[src/hw/rtl/gate_list_circuit_evaluator_top_macros.svh]
// ----------------------------------------------------------------------------
// Gate list evaluator assertion macros
// Concurrent assertion helpers shared by the evaluator RTL; empty in synthesis.
// ----------------------------------------------------------------------------
`ifndef GATE_LIST_CIRCUIT_EVALUATOR_TOP_MACROS_SVH
`define GATE_LIST_CIRCUIT_EVALUATOR_TOP_MACROS_SVH
`ifndef SYNTHESIS
// same-cycle implication
`define GLE_ASSERT_NOW(lbl, clk, rst, ante, cons) \
   lbl: assert property (@(posedge clk) disable iff (rst) (ante) |-> (cons)) \
      else $error("gle assertion failed");
// next-cycle implication
`define GLE_ASSERT_NEXT(lbl, clk, rst, ante, cons) \
   lbl: assert property (@(posedge clk) disable iff (rst) (ante) |=> (cons)) \
      else $error("gle assertion failed");
`else
`define GLE_ASSERT_NOW(lbl, clk, rst, ante, cons)
`define GLE_ASSERT_NEXT(lbl, clk, rst, ante, cons)
`endif
`endif

[src/hw/rtl/gle_pkg.sv]
// ----------------------------------------------------------------------------
// Gate list evaluator package
// Command and status codes, field widths and the issue-to-evaluate record.
// ----------------------------------------------------------------------------
package gle_pkg;

   localparam int unsigned WIRE_CAPACITY_DEF = 4096;
   localparam int unsigned WIRE_NUM_W        = 12;
   localparam int unsigned TT_W              = 4;

   typedef enum logic [1:0] {
      CMD_RESTART = 2'd0,
      CMD_INPUT   = 2'd1,
      CMD_GATE    = 2'd2,
      CMD_OUTPUT  = 2'd3
   } cmd_type;

   typedef enum logic [1:0] {
      ST_OK        = 2'd0,
      ST_BAD_ARITY = 2'd1,
      ST_UNWRITTEN = 2'd2,
      ST_FULL      = 2'd3
   } status_type;

   // how the evaluate stage forms the result bit
   typedef enum logic [2:0] {
      SEL_ZERO,
      SEL_VALUE,
      SEL_GATE1,
      SEL_GATE2,
      SEL_WIRE
   } sel_type;

   typedef struct packed {
      sel_type                 sel;
      logic                    value;
      logic [TT_W-1:0]         tt;
      logic                    wr_en;
      status_type              status;
      logic [WIRE_NUM_W-1:0]   wire_number;
   } stage_type;

endpackage

[src/hw/rtl/gle_chan_if.sv]


interface gle_rsp_if;
   logic                                valid;
   logic                                ready;
   logic                                result_bit;
   logic [gle_pkg::WIRE_NUM_W-1:0]      wire_number;
   logic [1:0]                          status;

   modport source (output valid, result_bit, wire_number, status, input ready);
   modport sink   (input valid, result_bit, wire_number, status, output ready);
endinterface

[src/hw/rtl/gle_eval.sv]
// ----------------------------------------------------------------------------
// Gate list evaluator evaluate stage
// Forwards the last write, applies the truth table, writes back and holds
// the response register.
// ----------------------------------------------------------------------------
`include "gate_list_circuit_evaluator_top_macros.svh"

module gle_eval #(
   parameter int unsigned WIRE_CAPACITY = gle_pkg::WIRE_CAPACITY_DEF,
   localparam int unsigned AW = $clog2(WIRE_CAPACITY)
) (
   input  logic                clock,
   input  logic                reset,
   input  logic                s1_valid,
   input  gle_pkg::stage_type  s1_ctrl,
   input  logic [AW-1:0]       s1_addr1,
   input  logic [AW-1:0]       s1_addr2,
   input  logic [AW-1:0]       s1_waddr,
   input  logic                rd_data1,
   input  logic                rd_data2,
   output logic                advance,
   output logic                wr_en,
   output logic [AW-1:0]       wr_addr,
   output logic                wr_data,
   gle_rsp_if.source           rsp
);

   logic                           rsp_valid_ff, rsp_valid_in;
   logic                           rsp_bit_ff;
   logic [gle_pkg::WIRE_NUM_W-1:0] rsp_wire_ff;
   gle_pkg::status_type            rsp_status_ff;
   logic                           lw_valid_ff, lw_valid_in;
   logic [AW-1:0]                  lw_addr_ff;
   logic                           lw_data_ff;
   logic                           bit_a, bit_b, result;
   logic                           move;

   assign advance = !rsp_valid_ff || rsp.ready;
   assign move    = s1_valid && advance;

   // the RAM read may have raced the previous write: take the latest write
   assign bit_a = (lw_valid_ff && lw_addr_ff == s1_addr1) ? lw_data_ff : rd_data1;
   assign bit_b = (lw_valid_ff && lw_addr_ff == s1_addr2) ? lw_data_ff : rd_data2;

   always_comb begin
      unique case (s1_ctrl.sel)
         gle_pkg::SEL_VALUE: result = s1_ctrl.value;
         gle_pkg::SEL_GATE1: result = s1_ctrl.tt[{1'b0, bit_a}];
         gle_pkg::SEL_GATE2: result = s1_ctrl.tt[{bit_a, bit_b}];
         gle_pkg::SEL_WIRE:  result = bit_a;
         default:            result = 1'b0;
      endcase
   end

   assign wr_en   = move && s1_ctrl.wr_en;
   assign wr_addr = s1_waddr;
   assign wr_data = result;

   always_comb begin
      rsp_valid_in = rsp_valid_ff;
      if (move) begin
         rsp_valid_in = 1'b1;
      end else if (rsp.ready) begin
         rsp_valid_in = 1'b0;
      end
      lw_valid_in = lw_valid_ff || wr_en;
   end

   always_ff @(posedge clock) begin
      if (reset) begin
         rsp_valid_ff <= 1'b0;
         lw_valid_ff  <= 1'b0;
      end else begin
         rsp_valid_ff <= rsp_valid_in;
         lw_valid_ff  <= lw_valid_in;
      end
   end

   always_ff @(posedge clock) begin
      if (move) begin
         rsp_bit_ff    <= result;
         rsp_wire_ff   <= s1_ctrl.wire_number;
         rsp_status_ff <= s1_ctrl.status;
      end
      if (wr_en) begin
         lw_addr_ff <= s1_waddr;
         lw_data_ff <= result;
      end
   end

   assign rsp.valid       = rsp_valid_ff;
   assign rsp.result_bit  = rsp_bit_ff;
   assign rsp.wire_number = rsp_wire_ff;
   assign rsp.status      = rsp_status_ff;

   `GLE_ASSERT_NEXT(a_gate_ok, clock, reset,
      move && s1_ctrl.sel == gle_pkg::SEL_GATE2, rsp_valid_ff && rsp_status_ff == gle_pkg::ST_OK)
   `GLE_ASSERT_NEXT(a_stall_keeps_rsp, clock, reset, s1_valid && !advance, rsp_valid_ff)
   `GLE_ASSERT_NEXT(a_fwd_tracks_write, clock, reset, wr_en,
      lw_valid_ff && lw_addr_ff == $past(s1_waddr))

endmodule

[src/flat_wrapper.sv]
// flat-port wrapper written by rule: the top's interface ports become plain ports
module gle_eval_flat 
#(
   parameter int unsigned WIRE_CAPACITY = gle_pkg::WIRE_CAPACITY_DEF,
   localparam int unsigned AW = $clog2(WIRE_CAPACITY)
)
  (clock, reset, s1_valid, s1_ctrl, s1_addr1, s1_addr2, s1_waddr, rd_data1, rd_data2, advance, wr_en, wr_addr, wr_data, rsp_valid, rsp_result_bit, rsp_wire_number, rsp_status, rsp_ready);
  gle_rsp_if rsp_i ();
  input  logic clock;
  input  logic reset;
  input  logic s1_valid;
  input  gle_pkg::stage_type s1_ctrl;
  input  logic [AW-1:0] s1_addr1;
  input  logic [AW-1:0] s1_addr2;
  input  logic [AW-1:0] s1_waddr;
  input  logic rd_data1;
  input  logic rd_data2;
  output logic advance;
  output logic wr_en;
  output logic [AW-1:0] wr_addr;
  output logic wr_data;
  output wire logic [$bits(rsp_i.valid)-1:0] rsp_valid;
  output wire logic [$bits(rsp_i.result_bit)-1:0] rsp_result_bit;
  output wire logic [$bits(rsp_i.wire_number)-1:0] rsp_wire_number;
  output wire logic [$bits(rsp_i.status)-1:0] rsp_status;
  input wire logic [$bits(rsp_i.ready)-1:0] rsp_ready;
  assign rsp_valid = rsp_i.valid;
  assign rsp_result_bit = rsp_i.result_bit;
  assign rsp_wire_number = rsp_i.wire_number;
  assign rsp_status = rsp_i.status;
  assign rsp_i.ready = rsp_ready;
  gle_eval #(.WIRE_CAPACITY(WIRE_CAPACITY)) u_core (.clock(clock), .reset(reset), .s1_valid(s1_valid), .s1_ctrl(s1_ctrl), .s1_addr1(s1_addr1), .s1_addr2(s1_addr2), .s1_waddr(s1_waddr), .rd_data1(rd_data1), .rd_data2(rd_data2), .advance(advance), .wr_en(wr_en), .wr_addr(wr_addr), .wr_data(wr_data), .rsp(rsp_i));
endmodule
[config.mk]
export PLATFORM = sky130hd
export DESIGN_NAME = gle_eval_flat
export DESIGN_NICKNAME = d
export VERILOG_FILES = /design/src/hw/rtl/gle_pkg.sv /design/src/hw/rtl/gle_chan_if.sv /design/src/hw/rtl/gle_eval.sv /design/src/flat_wrapper.sv
export VERILOG_INCLUDE_DIRS = /design/src /design/src/hw/rtl
export SDC_FILE = /design/constraint.sdc
export NUM_CORES = 1
export LEC_CHECK = 0
export BUFFER_PORTS_ARGS = -buffer_cell sky130_fd_sc_hd__buf_2
export CAP_MARGIN = 5
export CORE_MARGIN = 1
export CORE_UTILIZATION = 37
export DETAILED_ROUTE_END_ITERATION = 10
export PLACE_DENSITY = 0.85
export SYNTH_ARGS = -nofsm -noshare
export SYNTH_HDL_FRONTEND = slang
export SYNTH_SLANG_ARGS = --single-unit
export TNS_END_PERCENT = 10
[constraint.sdc]
create_clock -name clock -period 2.1 [get_ports clock]
set_input_delay 0.105 -clock clock [delete_from_list [all_inputs] [get_ports clock]]
set_output_delay 0.105 -clock clock [all_outputs]
set_load 0.02 [all_outputs]
# Word-level counts from Yosys, hierarchy flattened
# Index checks and enable logic that the tools add are counted.
[op_classes]
n_mux = 9
n_lt_le_gt_ge = 2
n_eq_ne = 6
n_reduce_logical = 8
[op_table]
columns = ["op", "count"]
rows = [
  ["equality test 12 bit", 2],
  ["two-way mux 1 bit", 7],
  ["equality test 3 x 2 -> 1 bit (second input constant)", 2],
  ["logical AND 1 bit", 4],
  ["case mux 1 bit (4 select lines)", 1],
  ["equality test 3 x 1 -> 1 bit (second input constant)", 1],
  ["equality test 3 bit (second input constant)", 1],
  ["less-than comparator 1 x 3 -> 1 bit (second input constant)", 1],
  ["less-than comparator 2 x 3 -> 1 bit (second input constant)", 1],
  ["binary-select mux 1 bit (select 2 bit)", 1],
  ["logical OR 1 bit", 2],
  ["nonzero test 2 bit", 1],
  ["zero test 1 bit", 1],
]
[word_totals]
ff_bits = 30
elab_cells = 32
output_inout_bits = 31

# Depth between registers and ports, before layout
[logic_depth]
word_depth = 6
depth_mapped = 6

# Worst setup path after synthesis
# OpenSTA, ideal clock, no wires.
[synth_path]
path_type = "register -> register"
startpoint = "register u_core.lw_addr_ff[6]"
endpoint = "register u_core.lw_data_ff (data pin)"
path_buffers = 0
stages_incl_launch_ff = 7
setup_time_ns = 0.277
slack_ns = -0.132
period_less_slack_ns = 2.232
t_arrival_ns = 1.956
cell_sequence = "edfxtp_1 -> xnor2_1 -> nand4_1 -> or4_4 -> a21boi_0 -> nor3b_2 -> o211ai_1"
[synth_via]
elab_chain_cells = 6
elab_cells_between_ends = 11
[synth_rtl]
columns = ["item", "line", "text"]
rows = [
  ["from (decl)", "gle_eval.sv:33", "logic [AW-1:0] lw_addr_ff;"],
  ["from (signal assigned)", "gle_eval.sv:86", "lw_addr_ff <= s1_waddr;"],
  ["equality test 12 bit (on tied branches)", "gle_eval.sv:43, gle_eval.sv:42", ""],
  ["logical AND 1 bit (on tied branches)", "gle_eval.sv:43, gle_eval.sv:42", ""],
  ["two-way mux 1 bit (on tied branches)", "gle_eval.sv:43, gle_eval.sv:42", ""],
  ["binary-select mux 1 bit (select 2 bit) or two-way mux 1 bit (tied branches)", "gle_eval.sv:49, gle_eval.sv:48", ""],
  ["two-way mux 1 bit (on tied branches)", "gle_eval.sv:49, gle_eval.sv:48", ""],
  ["case mux 1 bit (4 select lines) *", "gle_eval.sv:46", "unique case (s1_ctrl.sel)"],
  ["named net wr_data", "flat_wrapper.sv:21", "output logic wr_data;"],
  ["to (signal assigned)", "gle_eval.sv:87", "lw_data_ff <= result;"],
  ["to (decl)", "gle_eval.sv:34", "logic lw_data_ff;"],
]
# Mark *: on every way through the listed nets, which the timed path passes. The rest lies on a longest branch. The select of a mux whose other input is x is not followed.
# A chain may end at the register's enable or synchronous reset.

# Final worst setup path
[layout_path]
startpoint = "register u_core.lw_addr_ff[6]"
endpoint = "output wr_data"
[layout_via]
elab_chain_cells = 6
elab_cells_between_ends = 11
[layout_rtl]
columns = ["item", "line"]
rows = [
  ["equality test 12 bit (on tied branches)", "gle_eval.sv:43, gle_eval.sv:42"],
  ["logical AND 1 bit (on tied branches)", "gle_eval.sv:43, gle_eval.sv:42"],
  ["two-way mux 1 bit (on tied branches)", "gle_eval.sv:43, gle_eval.sv:42"],
  ["binary-select mux 1 bit (select 2 bit) or two-way mux 1 bit (tied branches)", "gle_eval.sv:49, gle_eval.sv:48"],
  ["two-way mux 1 bit (on tied branches)", "gle_eval.sv:49, gle_eval.sv:48"],
  ["case mux 1 bit (4 select lines) *", "gle_eval.sv:46"],
  ["to (decl)", "flat_wrapper.sv:21"],
]
# Every way passes the cells marked *; elsewhere a longest branch is shown, timed or not. The select of a mux whose other input is x is not followed.

==> metrics.md <==
| Metric | Value |
|---|---|
| Initial detailed-routing violation count | `21` |
| Yosys Warn Count | `0` |
| Slew Viols, Final | `0` |
| Ratio of cells with drive above 1 in the final layout | `0.628` |
| Die ar. | `4080 um2` |
| Final min period | `2.48 ns` |
| Status | `finished, violations left` |
| Final TNS setup | `-0.857 ns` |
| DRC viols | `0` |
| Cell count after placement | `243` |
| CP endpoint kind | `output port` |
| Final hold vios | `0` |
| Die height | `63.8 um` |
| Ports | `96` |
| Root Buffer | `clkbuf_8` |
| CTS Sinks | `30` |
| Top-area cell type share of the netlist area | `0.594` |
| Switching Share | `0.230` |
| Clk pwr share | `0.314` |
| Antenna-violating nets left | `0` |
| Cell area after synthesis | `1420 um2` |
| Area Growth Syn to Fin | `51.8%` |
| CP startpoint kind | `register` |
| Seq/Total Area, Yosys | `0.622` |
| Max frequency | `402 MHz` |
| Worst-path clk slew | `0.06 ns` |
| Setup CP Type | `register to output port` |
| Static Leak | `0.947 nW` |
| Congestion Overflow GR | `0` |
| Maximum vdd drop | `622 uV` |
| Routed vias/inst | `4.40` |
| Critical Path RT | `2.00 ns` |
| Worst-skew pair later-pin latency | `0.26 ns` |
| Post-route setup slack | `-0.385 ns` |
| Core area | `3660 um2` |
| Vias in the first global route | `1143` |
| Starting Density | `0.387` |
| RSZ-0062 raised after global routing | `yes` |
| Post-synth top area cell | `edfxtp_1` |
| Htree depth | `2` |
| Row count | `22` |
| Synth Net Count | `166` |
| CTS tree | `done` |
| Detailed-route via count | `1123` |
| Period utilization | `1.18` |
| Global-route wire length before repair | `4820 um` |
| Max cap viols | `0` |
| Final Non-Filler Cells | `255` |
| Dpl hpwl | `2620 um` |
| Largest net degree at the start of global routing | `16` |
| Routed WL | `3140 um` |
| Ant. Diodes | `0` |
| DRT Pass-1 Iters | `4` |
| Pint | `1.09 mW` |
| Fillers | `289` |
| Cell count after synthesis | `101` |
| Worst Clk Skew | `0.00364 ns` |
| GRT Util Overall | `0.158` |
| Netlist cell types | `25` |
| Worst Tran Pin Value | `0.635 ns` |
| Comb pwr share | `0.185` |
| DR WL/cell | `12.3 um` |
| Data arrival, critical path | `2.38 ns` |
| Num CTS Buffers | `5` |
| Crit Path Max Fanout | `6` |
| Slew HR | `0.577` |
| Pwr/cell area | `657 nW/um2` |
| Final setup violation count | `3` |
| Syn_area_per_cell | `14.0 um2` |
| PortBufs | `95` |
| Hold slack | `0.0156 ns` |
| Cts hold-fix bufs | `0` |
| Chip width | `63.8 um` |
| Clk buf depth | `2` |
| Routability cong. | `0.765` |
| Final #Nets | `271` |
| Initial antenna violation count | `0` |
| Reg power frac | `0.501` |
| Worst hold-check path type | `input port to register` |
| Failing checks | `negative setup slack` |
| #FFs+latches synth | `30` |
| Net switching power | `325 uW` |
| Top cells by area, synth | `edfxtp_1 59%, xnor2_1 15%, buf_4 6.4%` |
==> state kept, by name, indices dropped and copies added (netlist names) <==
signal / cells
u_core.lw_valid_ff: 1
u_core.rsp.wire_number: 12
u_core.lw_addr_ff: 12
u_core.rsp.status: 2
u_core.rsp.valid: 1
u_core.rsp.result_bit: 1
u_core.lw_data_ff: 1
==> metrics by stage <==
step	total power [mW]	area, um2	util	setup slack (ns)
final	1.41	2150	0.587	-0.385
after global routing	1.47	2150	0.587	-0.536
after CTS	1.42	2110	0.575	-0.365
after detailed placement	0.958	1940	0.531	-0.138
after global placement	0.952	1940	0.531	-0.0529
after floorplan	0.848	1420	-	-0.132
==> Yosys cell counts <==
cell,instances
edfxtp_1,28
nor3b_2,1
nand3_1,4
nor2b_1,1
nor4_1,1
o211ai_1,2
nand4_1,4
a21o_1,1
mux2i_1,1
or4_4,1
and3_1,2
nand2_1,2
a211o_1,1
o41ai_2,1
and3_2,1
nand2b_1,1
a21boi_0,3
and2_1,1
a21oi_1,1
buf_4,12
o311ai_1,1
dfxtp_1,2
inv_1,3
xnor2_1,24
nor2_1,2
==> power by group through the flow <==
stage | Combinational, mW | Clock, mW | Sequential (mW)
floorplan | 0.106 | 0 | 0.742
global placement | 0.235 | 0 | 0.717
detailed placement | 0.240 | 0 | 0.718
CTS | 0.255 | 0.456 | 0.706
global route | 0.282 | 0.482 | 0.710
finish | 0.261 | 0.444 | 0.707
==> per-layer routing <==
| metal | part of all wire | track usage | up-vias |
|---|---|---|---|
| met2 | 0.52 | 0.283 | 59 |
| met5 | 0 | 0 | - |
| met1 | 0.37 | 0.159 | 495 |
| li1 | - | - | 565 |
| met3 | 0.098 | 0.0625 | 4 |
| met4 | 0.011 | 0.0739 | 0 |
==> layout by cell type, fill, tap and decap left out <==
master	Yosys	layout
nand3_1	4	4
a21boi_0	3	2
buf_2	0	94
and3_2	1	1
nor3b_2	1	1
nor4_4	0	1
nand2_1	2	2
o41ai_2	1	1
nor2b_1	1	1
nor2_1	2	2
and3_4	0	1
o211ai_1	2	2
and2_1	1	1
nand4_1	4	4
clkbuf_1	0	2
xnor2_1	24	19
dfxtp_1	2	2
a21oi_1	1	1
mux2i_2	0	1
o311ai_4	0	1
or4_4	1	1
buf_4	12	16
nand2b_1	1	1
clkbuf_8	0	6
and3_1	2	1
a21boi_2	0	1
a211o_1	1	1
inv_1	3	3
xnor2_2	0	5
edfxtp_1	28	28
a21o_1	1	1
==> cell type report <==
class	instances	area (um2)	share of cell area
Timing Repair Buffer	110	591	0.275
Sequential cell	30	881	0.410
Clock buffer	8	90.1	0.0419
Tap cell	48	60.1	0.0280
Inverter	3	11.3	0.00524
Multi-Input combinational cell	56	515	0.240
==> kinds of logic after synthesis <==
kind of cell              after synthesis  share of synthesized area
AOI/OAI and AO/OA                      10                     0.0592
xor gates and xnor gates               24                      0.149
buffers and inverters                  15                     0.0716
DFF                                    30                      0.622
muxes                                   1                    0.00707
and+or+nand+nor                        21                     0.0911
==> final timing paths <==
kind                                        from                                   to  slack, ns  cells after the start
hold / removal                        s1_ctrl[2]  u_core.rsp.wire_number[2]$_DFFE_PP_       0.02                      1
setup reg to reg  u_core.lw_addr_ff[6]$_DFFE_PP_          u_core.lw_data_ff$_DFFE_PP_      -0.24                      7
hold reg to reg    u_core.lw_valid_ff$_SDFF_PP0_        u_core.lw_valid_ff$_SDFF_PP0_       0.53                      2
setup / recovery  u_core.lw_addr_ff[6]$_DFFE_PP_                              wr_data      -0.38                      7
==> repair_timing <==
item / CTS / global route
endpoints found under the setup margin: 3 / 3
resized for setup: 9 / 5
pin swaps: 9 / 3
buffers inserted: 3 / 1
==> worst max-delay path, stage by stage, from the launching register on <==
cell	delay, ns
edfxtp_1	0.43
xnor2_1	0.19
nand4_1	0.15
or4_4	0.58
and3_4	0.18
o311ai_4	0.26
o211ai_1	0.14
buf_4	0.18
(Power assumes the default switching activity.)
