## src/hw/rtl/gate_list_circuit_evaluator_top_macros.svh

```systemverilog
// ----------------------------------------------------------------------------
// Gate list evaluator assertion macros
// Concurrent assertion helpers shared by the evaluator RTL; empty in synthesis.
// ----------------------------------------------------------------------------
`ifndef GATE_LIST_CIRCUIT_EVALUATOR_TOP_MACROS_SVH
`define GATE_LIST_CIRCUIT_EVALUATOR_TOP_MACROS_SVH
`ifndef SYNTHESIS
// same-cycle implication
`define GLE_ASSERT_NOW(lbl, clk, rst, ante, cons) \
   lbl: assert property (@(posedge clk) disable iff (rst) (ante) |-> (cons)) \
      else $error("gle assertion failed");
// next-cycle implication
`define GLE_ASSERT_NEXT(lbl, clk, rst, ante, cons) \
   lbl: assert property (@(posedge clk) disable iff (rst) (ante) |=> (cons)) \
      else $error("gle assertion failed");
`else
`define GLE_ASSERT_NOW(lbl, clk, rst, ante, cons)
`define GLE_ASSERT_NEXT(lbl, clk, rst, ante, cons)
`endif
`endif

```

## src/hw/rtl/gle_pkg.sv

```systemverilog
// ----------------------------------------------------------------------------
// Gate list evaluator package
// Command and status codes, field widths and the issue-to-evaluate record.
// ----------------------------------------------------------------------------
package gle_pkg;

   localparam int unsigned WIRE_CAPACITY_DEF = 4096;
   localparam int unsigned WIRE_NUM_W        = 12;
   localparam int unsigned TT_W              = 4;

   typedef enum logic [1:0] {
      CMD_RESTART = 2'd0,
      CMD_INPUT   = 2'd1,
      CMD_GATE    = 2'd2,
      CMD_OUTPUT  = 2'd3
   } cmd_type;

   typedef enum logic [1:0] {
      ST_OK        = 2'd0,
      ST_BAD_ARITY = 2'd1,
      ST_UNWRITTEN = 2'd2,
      ST_FULL      = 2'd3
   } status_type;

   // how the evaluate stage forms the result bit
   typedef enum logic [2:0] {
      SEL_ZERO,
      SEL_VALUE,
      SEL_GATE1,
      SEL_GATE2,
      SEL_WIRE
   } sel_type;

   typedef struct packed {
      sel_type                 sel;
      logic                    value;
      logic [TT_W-1:0]         tt;
      logic                    wr_en;
      status_type              status;
      logic [WIRE_NUM_W-1:0]   wire_number;
   } stage_type;

endpackage

```

## src/hw/rtl/gle_chan_if.sv

```systemverilog
// ----------------------------------------------------------------------------
// Gate list evaluator channels
// Valid/ready request and response channels with their payloads.
// ----------------------------------------------------------------------------
interface gle_req_if;
   logic                                valid;
   logic                                ready;
   logic [1:0]                          cmd;
   logic                                value;
   logic [1:0]                          arity;
   logic [gle_pkg::WIRE_NUM_W-1:0]      first_wire;
   logic [gle_pkg::WIRE_NUM_W-1:0]      second_wire;
   logic [gle_pkg::TT_W-1:0]            truth_table;

   modport source (output valid, cmd, value, arity, first_wire, second_wire, truth_table,
                   input ready);
   modport sink   (input valid, cmd, value, arity, first_wire, second_wire, truth_table,
                   output ready);
endinterface


```

## src/hw/rtl/gle_issue.sv

```systemverilog
// ----------------------------------------------------------------------------
// Gate list evaluator issue stage
// Takes request beats, keeps the wire count, decides status and issues reads.
// ----------------------------------------------------------------------------
`include "gate_list_circuit_evaluator_top_macros.svh"

module gle_issue #(
   parameter int unsigned WIRE_CAPACITY = gle_pkg::WIRE_CAPACITY_DEF,
   localparam int unsigned AW    = $clog2(WIRE_CAPACITY),
   localparam int unsigned CNT_W = $clog2(WIRE_CAPACITY + 1)
) (
   input  logic                clock,
   input  logic                reset,
   gle_req_if.sink             req,
   input  logic                advance,
   output logic                s1_valid,
   output gle_pkg::stage_type  s1_ctrl,
   output logic [AW-1:0]       s1_addr1,
   output logic [AW-1:0]       s1_addr2,
   output logic [AW-1:0]       s1_waddr,
   output logic                rd_en,
   output logic [AW-1:0]       rd_addr1,
   output logic [AW-1:0]       rd_addr2
);

   logic [CNT_W-1:0]    count_ff, count_in;
   logic                s1_valid_ff, s1_valid_in;
   gle_pkg::stage_type  ctrl_ff, ctrl_in;
   logic [AW-1:0]       addr1_ff, addr2_ff, waddr_ff;
   logic                fire;
   logic                full;
   logic                written1, written2;
   logic [31:0]         w1_wide, w2_wide, cnt_wide;

   assign req.ready = !s1_valid_ff || advance;
   assign fire      = req.valid && req.ready;

   assign w1_wide   = 32'(req.first_wire);
   assign w2_wide   = 32'(req.second_wire);
   assign cnt_wide  = 32'(count_ff);
   assign full      = cnt_wide >= 32'(WIRE_CAPACITY);
   assign written1  = w1_wide < cnt_wide;
   assign written2  = w2_wide < cnt_wide;

   assign rd_en     = fire;
   assign rd_addr1  = w1_wide[AW-1:0];
   assign rd_addr2  = w2_wide[AW-1:0];

   always_comb begin
      ctrl_in             = '0;
      ctrl_in.sel         = gle_pkg::SEL_ZERO;
      ctrl_in.status      = gle_pkg::ST_OK;
      ctrl_in.value       = req.value;
      ctrl_in.tt          = req.truth_table;
      count_in            = count_ff;
      unique case (gle_pkg::cmd_type'(req.cmd))
         gle_pkg::CMD_RESTART: begin
            count_in = '0;
         end
         gle_pkg::CMD_OUTPUT: begin
            ctrl_in.wire_number = req.first_wire;
            if (written1) begin
               ctrl_in.sel = gle_pkg::SEL_WIRE;
            end else begin
               ctrl_in.status = gle_pkg::ST_UNWRITTEN;
            end
         end
         gle_pkg::CMD_INPUT, gle_pkg::CMD_GATE: begin
            if (full) begin
               ctrl_in.status = gle_pkg::ST_FULL;
            end else begin
               ctrl_in.wr_en       = 1'b1;
               ctrl_in.wire_number = cnt_wide[gle_pkg::WIRE_NUM_W-1:0];
               count_in            = CNT_W'(count_ff + CNT_W'(1));
               if (req.cmd == gle_pkg::CMD_INPUT) begin
                  ctrl_in.sel = gle_pkg::SEL_VALUE;
               end else if (req.arity != 2'd1 && req.arity != 2'd2) begin
                  ctrl_in.status = gle_pkg::ST_BAD_ARITY;
               end else if (!written1 || (req.arity == 2'd2 && !written2)) begin
                  ctrl_in.status = gle_pkg::ST_UNWRITTEN;
               end else if (req.arity == 2'd2) begin
                  ctrl_in.sel = gle_pkg::SEL_GATE2;
               end else begin
                  ctrl_in.sel = gle_pkg::SEL_GATE1;
               end
            end
         end
         default: begin
            count_in = count_ff;
         end
      endcase
   end

   always_comb begin
      s1_valid_in = s1_valid_ff;
      if (fire) begin
         s1_valid_in = 1'b1;
      end else if (advance) begin
         s1_valid_in = 1'b0;
      end
   end

   always_ff @(posedge clock) begin
      if (reset) begin
         count_ff    <= '0;
         s1_valid_ff <= 1'b0;
      end else begin
         s1_valid_ff <= s1_valid_in;
         if (fire) begin
            count_ff <= count_in;
         end
      end
   end

   // payload of the stage register: load on every accepted beat
   always_ff @(posedge clock) begin
      if (fire) begin
         ctrl_ff  <= ctrl_in;
         addr1_ff <= rd_addr1;
         addr2_ff <= rd_addr2;
         waddr_ff <= cnt_wide[AW-1:0];
      end
   end

   assign s1_valid = s1_valid_ff;
   assign s1_ctrl  = ctrl_ff;
   assign s1_addr1 = addr1_ff;
   assign s1_addr2 = addr2_ff;
   assign s1_waddr = waddr_ff;

   `GLE_ASSERT_NOW(a_count_cap, clock, reset, 1'b1, 32'(count_ff) <= 32'(WIRE_CAPACITY))
   `GLE_ASSERT_NEXT(a_restart_clears, clock, reset,
      fire && req.cmd == gle_pkg::CMD_RESTART, count_ff == '0)
   `GLE_ASSERT_NEXT(a_stage_holds, clock, reset, s1_valid_ff && !advance, s1_valid_ff)

endmodule

```

## src/flat_wrapper.sv

```systemverilog
// flat-port wrapper written by rule: the top's interface ports become plain ports
module gle_issue_flat 
#(
   parameter int unsigned WIRE_CAPACITY = gle_pkg::WIRE_CAPACITY_DEF,
   localparam int unsigned AW    = $clog2(WIRE_CAPACITY),
   localparam int unsigned CNT_W = $clog2(WIRE_CAPACITY + 1)
)
  (clock, reset, advance, s1_valid, s1_ctrl, s1_addr1, s1_addr2, s1_waddr, rd_en, rd_addr1, rd_addr2, req_valid, req_cmd, req_value, req_arity, req_first_wire, req_second_wire, req_truth_table, req_ready);
  gle_req_if req_i ();
  input  logic clock;
  input  logic reset;
  input  logic advance;
  output logic s1_valid;
  output gle_pkg::stage_type s1_ctrl;
  output logic [AW-1:0] s1_addr1;
  output logic [AW-1:0] s1_addr2;
  output logic [AW-1:0] s1_waddr;
  output logic rd_en;
  output logic [AW-1:0] rd_addr1;
  output logic [AW-1:0] rd_addr2;
  input wire logic [$bits(req_i.valid)-1:0] req_valid;
  input wire logic [$bits(req_i.cmd)-1:0] req_cmd;
  input wire logic [$bits(req_i.value)-1:0] req_value;
  input wire logic [$bits(req_i.arity)-1:0] req_arity;
  input wire logic [$bits(req_i.first_wire)-1:0] req_first_wire;
  input wire logic [$bits(req_i.second_wire)-1:0] req_second_wire;
  input wire logic [$bits(req_i.truth_table)-1:0] req_truth_table;
  output wire logic [$bits(req_i.ready)-1:0] req_ready;
  assign req_i.valid = req_valid;
  assign req_i.cmd = req_cmd;
  assign req_i.value = req_value;
  assign req_i.arity = req_arity;
  assign req_i.first_wire = req_first_wire;
  assign req_i.second_wire = req_second_wire;
  assign req_i.truth_table = req_truth_table;
  assign req_ready = req_i.ready;
  gle_issue #(.WIRE_CAPACITY(WIRE_CAPACITY)) u_core (.clock(clock), .reset(reset), .req(req_i), .advance(advance), .s1_valid(s1_valid), .s1_ctrl(s1_ctrl), .s1_addr1(s1_addr1), .s1_addr2(s1_addr2), .s1_waddr(s1_waddr), .rd_en(rd_en), .rd_addr1(rd_addr1), .rd_addr2(rd_addr2));
endmodule
```

## config.mk

```make
export PLATFORM = sky130hd
export DESIGN_NAME = gle_issue_flat
export DESIGN_NICKNAME = d
export VERILOG_FILES = /design/src/hw/rtl/gle_pkg.sv /design/src/hw/rtl/gle_chan_if.sv /design/src/hw/rtl/gle_issue.sv /design/src/flat_wrapper.sv
export VERILOG_INCLUDE_DIRS = /design/src /design/src/hw/rtl
export SDC_FILE = /design/constraint.sdc
export NUM_CORES = 1
export LEC_CHECK = 0
export ABC_AREA = 1
export ABC_CLOCK_PERIOD_IN_PS = 2400
export BUFFER_PORTS_ARGS = -buffer_cell sky130_fd_sc_hd__buf_4
export CAP_MARGIN = 0
export CORE_ASPECT_RATIO = 1.75
export CORE_MARGIN = 1.5
export CORE_UTILIZATION = 45
export DETAILED_ROUTE_END_ITERATION = 6
export MAX_ROUTING_LAYER = met4
export PLACE_DENSITY = 0.76
export SETUP_SLACK_MARGIN = 0.1
export SLEW_MARGIN = 20
export SYNTH_ARGS = -nofsm -noshare
export SYNTH_HDL_FRONTEND = slang
export SYNTH_SLANG_ARGS = --single-unit
```

## constraint.sdc

```tcl
create_clock -name clock -period 2.4 [get_ports clock]
set_input_delay 0.48 -clock clock [delete_from_list [all_inputs] [get_ports clock]]
set_output_delay 0.48 -clock clock [all_outputs]
set_load 0.02 [all_outputs]
```

### Word-level counts from Yosys, hierarchy flattened

Cells that the tools add are included.

* register bits: 73
* latch bits: 0
* memory bits (writable): 0
* bits in read-only memories: 0
* input bits: 37
* output and inout port bits: 86
* logic and storage cells: 54
* memories: 0

* $add $sub $neg: 1
* multipliers: 0
* div/mod/pow operators: 0
* order comparisons: 3
* equality and inequality tests: 7
* shift-type cells: 0
* mux-type cells: 19
* bitwise logic cells: 0
* reduce and logical (&&, ||, !) cells: 13

Operator list (number)
* $pmux 14 s2: 1
* $lt 12x13->1: 2
* $pmux 13 s2: 1
* $add 13x1->13 const B: 1
* $ge 13x13->1 const B: 1
* $mux 13: 1
* $mux 12: 1
* $mux 2: 6
* $mux 3: 4
* $eq 2x2->1 const B: 3
* $pmux 3 s2: 1
* $mux 1: 4
* $ne 2x2->1 const B: 2
* $reduce_bool 2->1: 2
* $logic_and 1x1->1: 3
* $logic_not 1->1: 3
* $reduce_and 3->1: 1
* $eq 2x1->1 const B: 1
* $logic_not 2->1: 1
* $logic_or 1x1->1: 2
* $ne 2x1->1 const B: 1
* $reduce_or 2->1: 1

### Longest topological paths before layout

Gate-level depths: netlist of the first run.

* depth after elaboration: 9
* mapped depth: 14
* gate-level depth less buffers: 14

### Worst setup path before layout of the first run

No wires, ideal clock.

* kind: in2reg
* start: input advance
* end: register u_core.count_ff[9]
* arrival time: 2.501 ns
* setup slack: -0.218 ns
* cell stages on the path: 9
* path buffers: 0
* cells stage by stage: inv_1 -> a21oi_4 -> nand2_2 -> nor2_4 -> nand2_2 -> nor3_2 -> nand2_1 -> o21ai_1 -> nor2_1

* word-level cells in the longest chain between the ends: 3

RTL lines
* from (decl): RTL line flat_wrapper.sv:12 `input logic advance;`
* $logic_or 1x1->1: RTL line gle_issue.sv:35 `assign req.ready = !s1_valid_ff || advance;`
* $logic_and 1x1->1: RTL line gle_issue.sv:36 `assign fire = req.valid && req.ready;`
* via rd_en: RTL line flat_wrapper.sv:18 `output logic rd_en;`
* $reduce_and 3->1 (no line)
* to (signal assigned): RTL line gle_issue.sv:110 `count_ff <= count_in;`
* to (decl): RTL line gle_issue.sv:26 `logic [CNT_W-1:0] count_ff, count_in;`

The timed path passes the listed nets, and every way through them passes these cells.
A chain may end at the register's enable or synchronous reset.

==> run metrics, run 1 <==
run status completed; Post-Synth Adder-Cell Area 10.2%; Reg clk slew, reported paths 0.06 ns; most common cell in the netlist nand2_1; Worst path top cell family by delay simple AND/OR/NAND/NOR gates; Arr. time, crit path 2.17 ns; reg-to-reg startpoint u_core.count_ff[6]$_SDFFE_PP0P_; initial core utilization 46.6%; RePlAce Congestion 0.928; via count 2,741; Post-synth top flop edfxtp_1; worst r2r path cells 14; R2R setup slack 0.31 ns; Req. time, crit path 2.48 ns; FF+latch area 2050 sq um; global-route met1 utilization 21.2%; initial drt markers 232; Die Area 8450 sq um; Yosys reg bits 73; Synth Area in Simple Gates 15.7%; filler instances 618; Total Power 3.40 mW; Max-Cap Viols 0; CTS tree built; Worst Setup Path Type flip-flop to flip-flop; H-tree depth 3; final setup vio count 0; Chip Width 70.1 microns; row cnt 42; Hold Slack 0.328 ns; Worst-Margin Slew 0.491 ns; CP dominant cell by count nand2_1; largest cells by area after synthesis edfxtp_1 50%, ha_1 10%, nand2_1 8.5%, dfxtp_1 7.9%, buf_4 5.1%; VDD IR max 0.000379 V; grt met2 use 37.8%; post-synthesis mux area share 0%; Net Sw Frac 23.4%; Global Route Usage Sum 20.9%; Internal Power 2.60 mW; largest family of logic cells by synthesized area simple AND/OR/NAND/NOR gates; Leak 2.12 nW; Worst path slowest cell dfxtp_1; Syn Area/Cell 10.5 sq um; crit-path max cell delay 0.44 ns; utilization after layout 62.7%; Yosys top cell by area edfxtp_1; Compound-Gate Fraction of Synth Area 6.73%; Final Critical Period 2.09 ns; multi-input logic area 1160 sq um; part of the power in registers 43.1%; maximum clock frequency 478 MHz; routing usage on met3 4.33%; cells after synthesis 337; Worst Path Buf+Inv 1; HP Class input pin to flip-flop; post-synth top area share 49.9%; period utilisation layout 87.2%; sw power 794 uW; GRT Max-Usage Layer met2; worst setup margin 0.308 ns; Mapped Area 3550 sq um; antenna cells 0; core footprint 7620 sq um; DRC 0; drt wl/cell 15.6 microns; Pwr Density 711 nW/um^2; clk_skew 0.00700 ns; fin nets 516; worst slack at placement 0.157 ns; final number of hold-violating endpoints 0; initial antenna violation count 0; first-pass GRT wire length 13,000 microns; via density per instance 5.05; pin count of the biggest net entering global routing 23; Port Buffer Count 122; Ys Warns 0; crit end category flip-flop; Synth async-reset ratio 0%; fraction of layout cells with a size suffix above 1 34.9%; Final HPWL DP 6500 microns; Max Slew Vio Count 0; Routed WL 8460 microns; hold buffer count at cts 0; dpl cell area 4450 sq um; worst reg2reg path endpoint u_core.s1_ctrl[13]$_DFFE_PP_; I/O Pins 123; xor-xnor portion of the synthesized cell area 0%; Clock power frac 42.6%; Worst setup SP type flip-flop; Clock Latency Late Sink 0.33 ns; Hold Startpoint req_truth_table[1]; hold depth 1; TritonCTS buffer count 9; CP max FO 5; vias in the first global route 2,713; worst hold endpoint u_core.s1_ctrl[16]$_DFFE_PP_; Netlist cell types 27; sequential-to-total area share from yosys stat 57.8%; post-route ant nets 0; synth-to-layout area growth 34.7%; Comb pwr share 14.2%; Initial DRT Pass Iterations 4; Post-synth EDFFs 59; Post-synth top cells 80 x nand2_1, 59 x edfxtp_1, 38 x inv_1, 29 x ha_1, 24 x buf_4; Post-Syn Nets 403; crit-path cells inv_1 -> ha_1 -> nand2_1 -> nand2_1 -> nand2_1 -> nand2_1 -> nand2_1 -> nand3_1 -> nor2_1 -> nand2_1 -> nand2_1 -> nand2_1 -> nand2_1 -> nand2_1; final instance area 4780 sq um; clock sinks 73; Slew Limit Headroom 67.0%; Clock Path Buffers 2; Clock Root Buffer clkbuf_16; RSZ-0062 raised after global routing no; GRT overflow 0; Die Y 120 microns
==> cell usage in the layout (no fill, tap or decap), types with 7 or more instances in the layout <==
master     instances
a21oi_1           18
buf_4            129
clkbuf_16          9
dfxtp_1           13
edfxtp_1          59
ha_1              29
inv_1             36
nand2_1           80
nand3_1           10
nand4_1            7
nor2_1            15
nor3_1             7
o21ai_0           15
==> stage by stage <==
stage,TNS [ns],std cells
global route,0,543
CTS,0,543
floorplan,-0.770,337
detailed placement,0,527
global placement,0,527
finish,0,543
==> state kept, by name, indices dropped and copies added, names as in the netlist <==
register / flops
u_core.s1_valid: 1
u_core.s1_waddr: 12
u_core.s1_ctrl: 23
u_core.s1_addr1: 12
u_core.count_ff: 13
u_core.s1_addr2: 12
==> worst max-delay path by stage <==
stage                     cells past startpoint                            start                         endpoint  slack (ns)
final                                        14  u_core.count_ff[6]$_SDFFE_PP0P_     u_core.s1_ctrl[13]$_DFFE_PP_        0.31
after global routing                         14  u_core.count_ff[3]$_SDFFE_PP0P_     u_core.s1_ctrl[13]$_DFFE_PP_        0.11
after CTS                                    14  u_core.count_ff[4]$_SDFFE_PP0P_     u_core.s1_ctrl[13]$_DFFE_PP_        0.30
after detailed placement                     13                       req_cmd[0]  u_core.count_ff[6]$_SDFFE_PP0P_        0.16
after global placement                       13                       req_cmd[0]  u_core.count_ff[6]$_SDFFE_PP0P_        0.24
after floorplan                               9                          advance  u_core.count_ff[6]$_SDFFE_PP0P_       -0.20
==> routing by layer <==
metal | wire (microns) | vias up
li1 | - | 1352
met1 | 3010 | 1274
met2 | 4850 | 103
met3 | 423 | 12
met4 | 170 | 0
met5 | 0 | -
==> area by class of cell <==
| type | count | share of cell area (%) |
|---|---|---|
| repair buffers | 129 | 20.3 |
| flip-flops and latches | 73 | 43.0 |
| clock buffers | 11 | 5.29 |
| inverters | 39 | 3.33 |
| clock inverters | 5 | 1.62 |
| multi-input cells | 198 | 24.2 |
| well taps | 88 | 2.30 |
==> logic make-up after synthesis <==
logic type                 count (synthesis)
AOI/OAI and AO/OA                         41
adders and majority gates                 29
buffers and inverters                     66
DFF                                       73
and+or+nand+nor                          128
==> timing repair <==
item / 4_1_cts / 5_1_grt
buffers inserted: 0 / 0
endpoints found under the hold margin: 0 / 0
setup endpoints to repair: 0 / 1
gates resized for setup: 0 / 1
==> power by group through the flow <==
stage	logic [mW]	clock network, mW	registers, mW
after floorplan	0.192	0	1.57
after detailed placement	0.486	0	1.49
after global placement	0.475	0	1.49
after global routing	0.522	1.52	1.47
after CTS	0.489	1.47	1.47
final	0.484	1.45	1.46
Note: power is estimated with default switching activity, not from simulation.
==> run 2, diff against run 1 <==
REMOVE_ABC_BUFFERS = 1   (was default)
==> run metrics, run 2 (synthesis results as in run 1) <==
via density per instance 4.96 (-1.8%); Final HPWL DP 6040 microns (-7.1%); dpl cell area 4420 sq um (-0.62%); crit end category flip-flop; Die Y 120 microns (unchanged); I/O Pins 123 (unchanged); initial core utilization 46.6% (unchanged); VDD IR max 0.000393 V (+3.7%); Max Slew Vio Count 0 (unchanged); RSZ-0062 raised after global routing no; initial drt markers 138 (-41%); synth-to-layout area growth 31.9%; Arr. time, crit path 2.17 ns (about the same); CP max FO 6 (+1); Chip Width 70.1 microns (unchanged); row cnt 42 (unchanged); initial antenna violation count 0 (unchanged); Leak 2.07 nW (-2.2%); fin nets 514 (-0.39%); Req. time, crit path 2.49 ns (about the same); Worst Setup Path Type flip-flop to flip-flop; Pwr Density 667 nW/um^2 (-6.1%); Clock Path Buffers 2 (unchanged); final setup vio count 0 (unchanged); setup TNS 0 ns (unchanged); Max-Cap Viols 0 (unchanged); Routed WL 8060 microns (-4.7%); drt wl/cell 14.9 microns (-4.3%); CTS tree built; Global Route Usage Sum 20.1% (-0.80 points); RePlAce Congestion 0.861 (-7.2%); via count 2,683 (-2.1%); Largest register FFs 23 (unchanged); commonest cells after routing, fill and taps aside 127 x buf_4, 80 x nand2_1, 59 x edfxtp_1, 38 x inv_1, 29 x ha_1; fraction of layout cells with a size suffix above 1 32.7% (-2.3 points); Worst setup SP type flip-flop; final number of hold-violating endpoints 0 (unchanged); Total Power 3.12 mW (-8.0%); Final Critical Period 2.08 ns (-0.0153 ns); HP Class input pin to flip-flop; clk_skew 0.00715 ns (+0.000147 ns); GRT overflow 0 (unchanged); pin count of the biggest net entering global routing 23 (unchanged); hold buffer count at cts 0 (unchanged); Worst-Margin Slew 0.505 ns (+0.0144 ns); Reg clk slew, reported paths 0.05 ns (about the same); Port Buffer Count 122 (unchanged); Slew Limit Headroom 66.3% (-0.74 points); vias in the first global route 2,662 (-1.9%); post-route ant nets 0 (unchanged); first-pass GRT wire length 12,600 microns (-3.3%); maximum clock frequency 481 MHz (+0.74%); period utilisation layout 86.5% (-0.64 points); Initial DRT Pass Iterations 4 (unchanged); core footprint 7620 sq um (unchanged); Die Area 8450 sq um (unchanged); Setup Fix Bufs, Post-CTS 0 (unchanged); DRC 0 (unchanged); Hold Slack 0.324 ns (-0.00371 ns); TritonCTS buffer count 9 (unchanged); antenna cells 0 (unchanged); commonest non-fill, non-tap cell in the layout buf_4; Clock Root Buffer clkbuf_16; clock sinks 73 (unchanged); H-tree depth 3 (unchanged); post-CTS sizing 0 (unchanged); run status completed; Clock Latency Late Sink 0.33 ns (about the same); final instance area 4680 sq um (-2.0%)
==> run 2: cell types whose count changed in the layout (fill, tap and decap cells not counted), moves of 2 or more <==
cell / change
clkbuf_1: +4
buf_4: -2
bufinv_16: -2
clkinv_1: +2
clkinv_2: -2
inv_1: +2
==> run 2: critical path, cell delays in order, from the launching register on <==
cell and delay, ns:
dfxtp_1 0.43, inv_1 0.17, ha_1 0.31, nand2_1 0.07, inv_1 0.04, nand2_1 0.06, nand2_1 0.04, nor2_1 0.18
nor2_1 0.06, nor2_1 0.18, nand2_1 0.10, nand2_1 0.06, nand2_1 0.04, nand2_1 0.06, nand2_1 0.04
==> run 2: final cells by class <==
cell class / count / area [sq um]
timing repair buffer: 127 / 953
clock buffer: 14 / 254
tap: 88 / 110
multi-input combinational: 198 / 1160
fill: 637 / 2940
sequential: 73 / 2050
clock inverter: 2 / 7.51
inverter: 39 / 146
==> run 2: final timing paths <==
kind | startpoint | endpoint | slack (ns) | depth (start not counted)
hold / removal | req_truth_table[1] | u_core.s1_ctrl[16]$_DFFE_PP_ | 0.32 | 1
setup / recovery | u_core.count_ff[3]$_SDFFE_PP0P_ | u_core.s1_ctrl[13]$_DFFE_PP_ | 0.32 | 14
setup reg to reg | u_core.count_ff[3]$_SDFFE_PP0P_ | u_core.s1_ctrl[13]$_DFFE_PP_ | 0.32 | 14
hold reg to reg | u_core.count_ff[11]$_SDFFE_PP0P_ | u_core.s1_waddr[11]$_DFFE_PP_ | 0.44 | 0
==> run 2: power by group <==
group          total [mW]  internal [mW]  switching [mW]
registers            1.47           1.44          0.0213
logic               0.479          0.193           0.285
clock network        1.18          0.721           0.458
total                3.12           2.36           0.765
==> run 2: layer usage <==
metal,global-route usage [%],wire (microns)
met1,19.8,2810
met2,35.8,4650
met3,4.92,369
met4,10.7,238
met5,-,0
==> run 2: stage by stage <==
step                util (%)  worst slack [ns]  instances
CTS                     61.4             0.321        541
detailed placement      58.0             0.275        525
global route            61.4             0.108        541
global placement        58.0             0.331        525
finish                  61.4             0.323        541
floorplan                  -            -0.449        310
==> run 3, diff against run 2 <==
ABC_AREA = default   (was 1)
==> run metrics, run 3 <==
run status completed; drt wl/cell 16.0 microns (+7.1%); sequential-to-total area share from yosys stat 59.9% (+2.1 points); reg-to-reg startpoint u_core.count_ff[3]$_SDFFE_PP0P_; crit end category flip-flop; Post-synth top cells 59 x edfxtp_1, 29 x ha_1, 24 x buf_4, 19 x inv_1, 15 x nor2_1; Clock Root Buffer clkbuf_16; worst slack at placement 0.0108 ns (-0.264 ns); row cnt 41 (-2.4%); Yosys reg bits 73 (unchanged); initial antenna violation count 0 (unchanged); Total Power 3.11 mW (-0.44%); Port Buffer Count 122 (unchanged); antenna cells 0 (unchanged); Initial DRT Pass Iterations 5 (+1); post-route ant nets 0 (unchanged); filler instances 578 (-9.3%); Die Y 118 microns (-1.7%); Reg clk slew, reported paths 0.05 ns (about the same); Yosys top cell by area edfxtp_1; fraction of layout cells with a size suffix above 1 42.2% (+9.5 points); Clock Path Buffers 2 (unchanged); Ys Warns 0 (unchanged); commonest cells after routing, fill and taps aside 128 x buf_4, 59 x edfxtp_1, 28 x ha_1, 17 x inv_1, 15 x nor2_1; worst reg2reg path endpoint u_core.s1_ctrl[13]$_DFFE_PP_; Syn Area/Cell 13.1 sq um (+25%); fin nets 440 (-14%); Hold Startpoint req_truth_table[2]; Setup Fix Bufs, Post-CTS 0 (unchanged); maximum clock frequency 457 MHz (-5.1%); Routed WL 7420 microns (-8.0%); Mapped Area 3430 sq um (-3.5%); initial drt markers 191 (+38%); Post-synth top flop edfxtp_1; Final Critical Period 2.19 ns (+0.111 ns); R2R setup slack 0.21 ns (-0.11 ns); commonest non-fill, non-tap cell in the layout buf_4; Final HPWL DP 5760 microns (-4.6%); Worst-Margin Slew 1.04 ns (+0.532 ns); Arr. time, crit path 2.28 ns (+0.11 ns); Max-Cap Viols 0 (unchanged); hold depth 1 (unchanged); Die Area 8170 sq um (-3.3%); TritonCTS buffer count 9 (unchanged); core footprint 7280 sq um (-4.4%); Chip Width 69.0 microns (-1.7%); Max Slew Vio Count 0 (unchanged); H-tree depth 3 (unchanged); Largest register FFs 23 (unchanged); RePlAce Congestion 0.838 (-2.7%); worst r2r path cells 8 (-6); pin count of the biggest net entering global routing 46 (+100%); Pwr Density 673 nW/um^2 (+0.88%); utilization after layout 63.4% (+2.0 points); CP max FO 4 (-2); Slew Limit Headroom 30.7% (-36 points); most common cell in the netlist edfxtp_1; Worst setup SP type flip-flop; I/O Pins 123 (unchanged); first-pass GRT wire length 11,400 microns (-9.5%); post-synth top area share 51.7% (+1.8 points); vias in the first global route 2,312 (-13%); cells after synthesis 261 (-23%); final setup vio count 0 (unchanged); clock sinks 73 (unchanged); Worst Setup Path Type flip-flop to flip-flop; Leak 1.94 nW (-6.6%); clk_skew 0.00584 ns (-0.00131 ns); synth-to-layout area growth 34.8%; Req. time, crit path 2.49 ns (about the same); VDD IR max 0.000444 V (+13%); RSZ-0062 raised after global routing yes; via count 2,357 (-12%); CTS tree built; Clock Latency Late Sink 0.34 ns (about the same); worst hold endpoint u_core.s1_ctrl[17]$_DFFE_PP_; Synth async-reset ratio 0% (unchanged); DRC 0 (unchanged); final number of hold-violating endpoints 0 (unchanged); period utilisation layout 91.2% (+4.6 points); HP Class input pin to flip-flop; Netlist cell types 43 (+59%); Global Route Usage Sum 19.9% (-0.21 points); Post-synth EDFFs 59 (unchanged); largest cells by area after synthesis edfxtp_1 52%, ha_1 11%, dfxtp_1 8.2%, buf_4 5.3%, a22o_1 3.1%; via density per instance 5.07 (+2.2%); GRT overflow 0 (unchanged); initial core utilization 47.0% (+0.46 points); worst setup margin 0.212 ns (-0.111 ns)
-- run 3: cell types whose count changed after synthesis, moves of 3 or more --
cell      delta
a21oi_1      -5
a22o_1      +12
inv_1       -19
nand2_1     -69
nand2b_1     +3
nand3_1      -4
nand4_1      -4
nor2b_1      +4
nor3_1       -6
o21ai_0     -11
xnor2_1      +9
-- run 3: metrics by stage --
stage / area, sq um / hold WS (ns) / std cells / TNS (ns)
2_1_floorplan: 3230 / 0.431 / 234 / -7.87
4_1_cts: 4590 / 0.314 / 465 / 0
6_report: 4620 / 0.318 / 465 / 0
3_5_place_dp: 4320 / 0.452 / 449 / 0
5_1_grt: 4620 / 0.315 / 465 / 0
3_3_place_gp: 4320 / 0.445 / 449 / 0
-- run 3: worst max-delay path by stage --
| stage | startpoint | end | slack, ns | cells past startpoint |
|---|---|---|---|---|
| 6_report | u_core.count_ff[3]$_SDFFE_PP0P_ | u_core.s1_ctrl[13]$_DFFE_PP_ | 0.21 | 8 |
| 5_1_grt | u_core.count_ff[3]$_SDFFE_PP0P_ | u_core.s1_ctrl[21]$_DFFE_PP_ | 0.09 | 8 |
| 4_1_cts | u_core.count_ff[3]$_SDFFE_PP0P_ | u_core.s1_ctrl[21]$_DFFE_PP_ | 0.13 | 8 |
| 3_5_place_dp | req_cmd[0] | u_core.count_ff[10]$_SDFFE_PP0P_ | 0.01 | 9 |
| 3_3_place_gp | req_first_wire[3] | u_core.s1_ctrl[13]$_DFFE_PP_ | 0.11 | 8 |
| 2_1_floorplan | u_core.s1_valid$_SDFFE_PP0P_ | rd_en | -0.19 | 4 |
-- run 3: kinds of logic after synthesis --
kind of cell	after synthesis	share of synthesized area, %
adders and majority gates	29	10.6
and+or+nand+nor	56	9.06
AOI/OAI and AO/OA	47	10.4
DFF	73	59.9
xor gates and xnor gates	9	2.30
buffers and inverters	47	7.78
-- run 3: report_power, final --
part	switching [mW]	internal (mW)
Clock	0.462	0.727
Combinational	0.264	0.201
Sequential	0.0167	1.44
-- run 3: layer usage --
metal | wire [microns] | track usage [%] | vias up
met5 | 0 | - | -
li1 | - | - | 1161
met3 | 366 | 4.00 | 13
met2 | 4190 | 34.6 | 82
met1 | 2680 | 20.1 | 1101
met4 | 190 | 9.93 | 0
-- run 3: repair_timing --
action / CTS / global route
gates resized for setup: 0 / 9
endpoints found under the setup margin: 0 / 3
hold buffers: 0 / 0
-- run 3: worst max-delay path: stages, from the launching register on --
cell,delay [ns]
dfxtp_4,0.36
inv_2,0.05
ha_1,0.26
o21a_1,0.18
o2111ai_2,0.19
a21oi_2,0.06
o31ai_2,0.37
nand4_1,0.22
a21bo_2,0.24
-- run 3: layout make-up --
class | count | area [sq um] | share of cell area, %
flip-flops and latches | 73 | 2060 | 44.6
multi-input cells | 141 | 1130 | 24.6
repair buffers | 129 | 981 | 21.2
well taps | 86 | 108 | 2.33
clock inverters | 1 | 5.00 | 0.108
inverters | 20 | 75.1 | 1.63
clock buffers | 15 | 258 | 5.58
